$ cat src/tns_pkg.sv
// Package for the timed note sequencer: item types, op codes, priorities.
// No dependencies.
package tns_pkg;

  localparam int NOTE_DEPTH_DEF = 1024;
  localparam int TRACK_COUNT_DEF = 16;
  localparam int SLOT_COUNT_DEF = 4;
  localparam int NOTES_PER_SLOT_TICK_DEF = 16;
  localparam int RESULT_CAP = 64;
  localparam logic [23:0] TIME_MAX = 24'hFFFFFF;

  localparam logic [2:0] OP_LOAD = 3'd0;
  localparam logic [2:0] OP_DEFINE = 3'd1;
  localparam logic [2:0] OP_MUSIC = 3'd2;
  localparam logic [2:0] OP_EFFECT = 3'd3;
  localparam logic [2:0] OP_TICK = 3'd4;

  localparam logic [1:0] PRI_LOW = 2'd0;
  localparam logic [1:0] PRI_MEDIUM = 2'd1;
  localparam logic [1:0] PRI_HIGH = 2'd2;

  typedef struct packed {
    logic [2:0]  op;
    logic [3:0]  track_id;
    logic [9:0]  note_addr;
    logic [10:0] note_count;
    logic [23:0] start_time;
    logic [15:0] duration;
    logic [1:0]  voice;
    logic [15:0] frequency;
    logic [7:0]  wave_mode;
    logic [1:0]  loudness;
    logic        high_priority;
  } in_item_t;

  typedef struct packed {
    logic [1:0]  out_voice;
    logic [15:0] out_duration;
    logic [15:0] out_frequency;
    logic [7:0]  out_mode;
    logic [1:0]  out_loudness;
    logic [1:0]  out_priority;
    logic [1:0]  out_slot;
    logic        last;
  } out_item_t;

endpackage

$ cat src/tns_front.sv
// Front end: input queue stage, two-entry queue towards the back end.
// Depends on tns_pkg.
module tns_front import tns_pkg::*; (
  input  logic     clk,
  input  logic     rst_n,
  input  logic     in_push,
  output logic     in_full,
  input  in_item_t in_data,
  output logic     q_valid,
  output in_item_t q_item,
  input  logic     q_take
);
  in_item_t   buf_r [2];
  logic       rd_ptr_r, wr_ptr_r;
  logic [1:0] cnt_r;
  logic       push_ok;
  logic       known;

  // drop unknown ops here so the back end sees only real work
  always_comb begin
    known = in_data.op inside {OP_LOAD, OP_DEFINE, OP_MUSIC, OP_EFFECT, OP_TICK};
  end

  assign in_full = (cnt_r == 2'd2);
  assign push_ok = in_push && !in_full && known;
  assign q_valid = (cnt_r != 2'd0);
  assign q_item = buf_r[rd_ptr_r];

  always_ff @(posedge clk) begin
    if (!rst_n) begin
      rd_ptr_r <= 1'b0;
      wr_ptr_r <= 1'b0;
      cnt_r <= 2'd0;
    end else begin
      if (push_ok) begin
        wr_ptr_r <= ~wr_ptr_r;
      end
      if (q_take && q_valid) begin
        rd_ptr_r <= ~rd_ptr_r;
      end
      cnt_r <= cnt_r + {1'b0, push_ok} - {1'b0, q_take && q_valid};
    end
    if (push_ok) begin
      buf_r[wr_ptr_r] <= in_data;
    end
  end
endmodule

$ cat config.mk
export PLATFORM = sky130hd
export DESIGN_NAME = tns_front
export DESIGN_NICKNAME = d
export VERILOG_FILES = /design/src/tns_pkg.sv /design/src/tns_front.sv
export SDC_FILE = /design/constraint.sdc
export NUM_CORES = 1
export LEC_CHECK = 0
export BUFFER_PORTS_ARGS = -buffer_cell sky130_fd_sc_hd__buf_2
export CORE_ASPECT_RATIO = 1.5
export CORE_MARGIN = 1
export CORE_UTILIZATION = 47
export CTS_CLUSTER_DIAMETER = 50
export DETAILED_ROUTE_END_ITERATION = 8
export MAX_ROUTING_LAYER = met4
export PLACE_DENSITY = 0.74
export SETUP_SLACK_MARGIN = 0.15
export SYNTH_ARGS = -nofsm -noshare
export SYNTH_HDL_FRONTEND = slang
export SYNTH_SLANG_ARGS = --single-unit
$ cat constraint.sdc
create_clock -name clk -period 5.7 [get_ports clk]
set_input_delay 1.14 -clock clk [delete_from_list [all_inputs] [get_ports clk]]
set_output_delay 1.14 -clock clk [all_outputs]
set_load 0.03 [all_outputs]
==> out/qor.yml, run 1 <==
grtUsageMet1: 0.156
syn_area_um2: 7360
relSlewSlack: 0.221
r2r_slack_ns: 3.14
finalCritPeriodShare: 0.650
grt_max_degree: 79
synth_top_area_cell: "edfxtp_1"
syn_to_final_growth_pct: 24.7
synth_edf_count: 194
synthCells: 330
hpwl_um: 8910
p_leak_nw: 3.44
worstRegToRegCells: 4
cts_buffer_depth: 2
cts_tree: "built"
routabilityCongestion: 0.758
cap_violations: 0
post-cts-setup-buffers: 0
drt-wirelength-per-cell_um: 17.3
grt_pass1_vias: 4070
ant_nets: 0
yosysMostFrequentCell: "edfxtp_1"
crit_arrival_ns: 2.56
pwr-share-seq: 0.447
die_y_um: 155
clockPowerShare: 0.270
async_flop_share: 0
clk_latency_ns: 0.41
worstPathRequired_ns: 4.56
drc: 0
grt.busiest_layer: "met2"
io_buffers: 199
fill_cells: 1138
numClockSinks: 199
switchingPower_w: 0.00135
intPower_w: 0.00290
grt_pass1_wl_um: 20100
drv_slew: 0
seq_area_frac_synth: 0.805
synth_top_area_share: 0.792
crit_path_top_delay_cell: "dfxtp_4"
grt-ovfl-total: 0
setup_viol: 0
finalClockSkew_ns: 0.00966
hold_buffers: 0
swShare: 0.318
crit_chain: "buf_4 -> mux2_2 -> buf_2"
finalWorstSetupSlack_ns: 2.00
crit_type: "flop to output pin"
synthTopCellsByArea: "edfxtp_1 (79%), mux2_2 (10%), mux2_4 (6.1%)"
hold-path-cell-count: 2
power_density_nw_per_um2: 464
synth_seq_cells: 199
pre_cts_slack_ns: 2.24
synth_common_cells: "edfxtp_1 (194), mux2_2 (67), mux2_4 (30)"
rows: 55
nets: 643
initial_utilization: 0.484
dieArea_um2: 16200
cts_max_level: 4
yosysUniqueCellTypes: 20
drive_above_1_share: 0.602
grt_use_total: 0.173
peakVddDrop_mv: 0.257
drt_pass1_iterations: 4
fin_crit_ns: 3.70
yosys_warnings: 0
rsz0062_at_grt: "no"
final_util: 0.603
cts_buffers: 17
hp-class: "flop to flop"
synthesis.nets: 433
worst_pin_slew_ns: 1.17
core-area_um2: 15200
synth_flop_cell: "edfxtp_1"
antenna_found_initial: 6
syn_avg_cell_area_um2: 22.3
drt_iter0_drc: 191
rr_startpoint: "cnt_r[1]"
seq_area_um2: 5930
vias_per_cell: 4.92
ctsResizeCount: 0
path_clk_slew_ns: 0.06
drt_wl_total_um: 13100
critPathMaxFanout: 67
cts_root_buffer: "clkbuf_16"
grtUsageMet3: 0.0482
ios: 200
vias: 3728
hp-start: "rd_ptr_r"
finalHoldViolations: 0
comb_power_share: 0.284
finalHoldWorstSlack_ns: 0.535
multi_input_area_um2: 1350
status: "finished clean"
start_kind: "flop"
critPathMaxStageDelay_ns: 1.04
die_x_um: 104
end_kind: "output pin"
stdcell_count: 758
clock.fmax_mhz: 270
r2r-end: "buf_r[1][56]"
dp_cells: 720
use_met2: 0.322
cells in the final DEF (no fill, tap or decap), drive strengths merged:
master / count
clkinvlp: 5
bufinv: 2
xnor2: 1
clkbuf: 18
nor2b: 1
xor2: 1
nor3: 1
inv: 7
or2: 1
ha: 2
o21ai: 1
clkinv: 3
nand2: 2
dfxtp: 5
nor2: 5
o21a: 1
nand3b: 1
and2: 2
edfxtp: 194
buf: 202
mux2i: 1
diode: 6
mux2: 97
kinds of logic (layout without fill, tap and decap cells):
family / count (synthesis) / after routing / share of synthesized area
xor gates and xnor gates: 2 / 2 / 0.00238
and+or+nand+nor: 13 / 13 / 0.00867
DFF: 199 / 199 / 0.805
adders and majority gates: 2 / 2 / 0.00340
muxes: 98 / 98 / 0.165
other: 0 / 6 / 0
buffers and inverters: 14 / 237 / 0.0133
AOI/OAI and AO/OA: 2 / 2 / 0.00170
through the flow:
| step | area (um2) | TNS, ns | total power, W |
|---|---|---|---|
| after floorplan | 7360 | -71.16 | 0.00285 |
| after global placement | 8580 | 0 | 0.00314 |
| after detailed placement | 8580 | 0 | 0.00316 |
| after CTS | 9160 | 0 | 0.00431 |
| after global routing | 9170 | 0 | 0.00443 |
| final | 9170 | 0 | 0.00426 |
sequential cells by signal (all words and copies together), names as in the netlist, named ones only:
signal	flops
buf_r	194
cnt_r	2
wr_ptr_r	1
rd_ptr_r	1
final cells by class:
cell class              count  area share
clock buffers              18      0.0468
multi-input cells         117       0.147
diodes                      6     0.00164
repair buffers            202       0.114
inverters                   3     0.00123
well taps                 199      0.0271
flip-flops and latches    199       0.646
clock inverters            14      0.0160
critical path: cells and delay by family, from the launching register on:
family / cells / cell delay, ns
flops: 1 / 1.04
buf+inv: 2 / 0.70
mux: 1 / 0.41
routing by layer:
metal  vias to the layer above  share of wire  routed length, um
li1                       1727              -                  -
met3                        27          0.049                646
met4                         0          0.031                401
met2                       137           0.57               7490
met1                      1837           0.35               4560
met5                         -              0                  0
power groups by stage:
stage	registers, W	logic (W)	clock network, W
global route	0.00192	0.00127	0.00124
finish	0.00190	0.00121	0.00115
floorplan	0.00186	0.000990	0
CTS	0.00191	0.00123	0.00118
global placement	0.00193	0.00121	0
detailed placement	0.00194	0.00122	0
worst max-delay path by stage:
stage                      startpoint            to  slack [ns]  cells past startpoint
after floorplan           in_data[94]   buf_r[0][0]       -0.37                      3
after detailed placement  in_data[94]  buf_r[1][34]        2.24                      5
after global placement    in_data[94]  buf_r[1][11]        2.26                      5
final                            flop    q_item[20]        2.00                      3
after CTS                        flop    q_item[20]        1.90                      3
after global routing             flop    q_item[20]        1.81                      3
(Power assumes the default switching activity.)
==> inputs of run 2 (changes only) <==
--- a/config.mk
+++ b/config.mk
@@ -8,11 +8,11 @@
 export BUFFER_PORTS_ARGS = -buffer_cell sky130_fd_sc_hd__buf_2
 export CORE_ASPECT_RATIO = 1.5
 export CORE_MARGIN = 1
-export CORE_UTILIZATION = 47
+export CORE_UTILIZATION = 52
 export CTS_CLUSTER_DIAMETER = 50
 export DETAILED_ROUTE_END_ITERATION = 8
 export MAX_ROUTING_LAYER = met4
-export PLACE_DENSITY = 0.74
+export PLACE_DENSITY = 0.77
 export SETUP_SLACK_MARGIN = 0.15
 export SYNTH_ARGS = -nofsm -noshare
 export SYNTH_HDL_FRONTEND = slang
==> constraint.sdc (replaced) <==
create_clock -name clk -period 3.8 [get_ports clk]
set_input_delay 0.76 -clock clk [delete_from_list [all_inputs] [get_ports clk]]
set_output_delay 0.76 -clock clk [all_outputs]
set_load 0.03 [all_outputs]
==> out/qor.yml, run 2 (synthesized netlist as in run 1, its figures left out) <==
cts_root_buffer: "clkbuf_16"  # unchanged
drt_wl_total_um: 12900  # was 13100 um
crit_chain: "buf_12 -> mux2_2 -> buf_2"  # was buf_4 -> mux2_2 -> buf_2
routabilityCongestion: 0.747  # was 0.758
cts_buffers: 17  # unchanged
grt_max_degree: 68  # was 79
clk_latency_ns: 0.42  # was 0.41 ns
final_common_cell: "buf_2"  # unchanged
status: "finished clean"  # unchanged
worstPathRequired_ns: 3.04  # was 4.56 ns
hp-class: "flop to flop"  # unchanged
drive_above_1_share: 0.602  # about the same
critPathMaxFanout: 67  # unchanged
die_x_um: 99.1  # was 104 um
cts_tree: "built"  # unchanged
numClockSinks: 199  # unchanged
fill_cells: 970  # was 1138
path_clk_slew_ns: 0.07  # was 0.06 ns
antenna_found_initial: 4  # was 6
grt_pass1_wl_um: 19500  # was 20100 um
fin_crit_ns: 2.90
grt_pass1_vias: 4161  # was 4070
cts_max_level: 4  # unchanged
drt_iter0_drc: 203  # was 191
grt_use_total: 0.187  # was 0.173
rsz0062_at_grt: "no"  # unchanged
p_leak_nw: 3.44  # about the same
crit_arrival_ns: 2.14  # was 2.56 ns
rows: 52  # was 55
power_density_nw_per_um2: 693  # was 464 nW/um2
hpwl_um: 8650  # was 8910 um
io_buffers: 199  # unchanged
worst_pin_slew_ns: 0.707  # was 1.17 ns
hold_buffers: 0  # unchanged
finalCritPeriodShare: 0.764
die_y_um: 148  # was 155 um
drc: 0  # unchanged
core-area_um2: 13700  # was 15200 um2
vias_per_cell: 5.12  # was 4.92
finalHoldViolations: 0  # unchanged
drv_slew: 0  # unchanged
post-cts-setup-buffers: 0  # unchanged
peakVddDrop_mv: 0.421  # was 0.257 mV
dp_cells: 685  # was 720
drt_pass1_iterations: 4  # unchanged
end_kind: "output pin"  # unchanged
finalPower_w: 0.00631  # was 0.00426 W
multi_input_area_um2: 1350  # unchanged
start_kind: "flop"  # unchanged
largest_register_ffs: 194  # unchanged
ant_nets: 0  # unchanged
final_cell_mix: "buf_2 (199), edfxtp_1 (194), mux2_2 (67)"  # unchanged
crit_type: "flop to output pin"  # unchanged
crit_path_top_delay_cell: "dfxtp_4"  # unchanged
setup_viol: 0  # unchanged
largest-register: "buf_r"  # unchanged
ios: 200  # unchanged
nets: 645  # was 643
initial_utilization: 0.538  # was 0.484
syn_to_final_growth_pct: 23.8  # was 24.7%
clock.fmax_mhz: 344
stdcell_count: 721  # was 758
seq_area_um2: 5930  # unchanged
vias: 3690  # was 3728
ctsResizeCount: 0  # unchanged
finalClockSkew_ns: 0.00686  # was 0.00966 ns
drt-wirelength-per-cell_um: 17.8  # was 17.3 um
dieArea_um2: 14600  # was 16200 um2
cts_buffer_depth: 2  # unchanged
relSlewSlack: 0.529  # was 0.221
critPathMaxStageDelay_ns: 0.70  # was 1.04 ns
reg_top3: "buf_r x194, cnt_r x2"  # unchanged
grt-ovfl-total: 0  # unchanged
cap_violations: 0  # unchanged
==> run 2: cell count changes in the layout (fill, tap and decap cells not counted), sizes merged <==
cell	change
clkbuf	-1
clkinv	+4
buf	+2
bufinv	-2
inv	+1
clkinvlp	-2
diode	-2
==> run 2: worst paths after layout <==
check	cells past startpoint	slack, ns	from	to
max reg2reg	4	1.84	cnt_r[1]	buf_r[1][10]
max	3	0.90	flop	q_item[49]
min	2	0.52	rd_ptr_r	flop
min reg2reg	2	0.52	rd_ptr_r	flop
==> run 2: area by class of cell <==
| class | count | share of cell area |
|---|---|---|
| inverters | 3 | 0.00124 |
| diodes | 4 | 0.00110 |
| well taps | 162 | 0.0223 |
| flip-flops and latches | 199 | 0.651 |
| multi-input cells | 117 | 0.148 |
| clock buffers | 17 | 0.0467 |
| clock inverters | 15 | 0.0132 |
| repair buffers | 204 | 0.116 |
==> run 2: where the power goes <==
part	internal [W]	switching [W]
logic	0.000711	0.00116
clock network	0.000852	0.000791
registers	0.00267	0.000118
==> run 2: critical path: cells and delay by family (launching register included) <==
kind	cells	cell delay (ns)
DFF	1	0.70
muxes	1	0.38
buffers and inverters	2	0.59
==> run 2: layer usage <==
layer  GRT usage  vias up  share of wire
li1            -     1739              -
met1       0.171     1797           0.35
met2       0.350      129           0.57
met3      0.0563       25          0.057
met4      0.0860        0          0.028
met5           -        -              0
==> run 2: per-stage QoR <==
step	utilization	setup WS, ns	hold WS (ns)	cell area, um2	TNS (ns)
global route	0.666	0.785	0.505	9110	0
CTS	0.666	0.854	0.506	9100	0
finish	0.666	0.897	0.517	9110	0
global placement	0.626	1.33	0.495	8550	0
detailed placement	0.626	1.29	0.502	8550	0
floorplan	-	-0.279	0.463	7360	-54.09
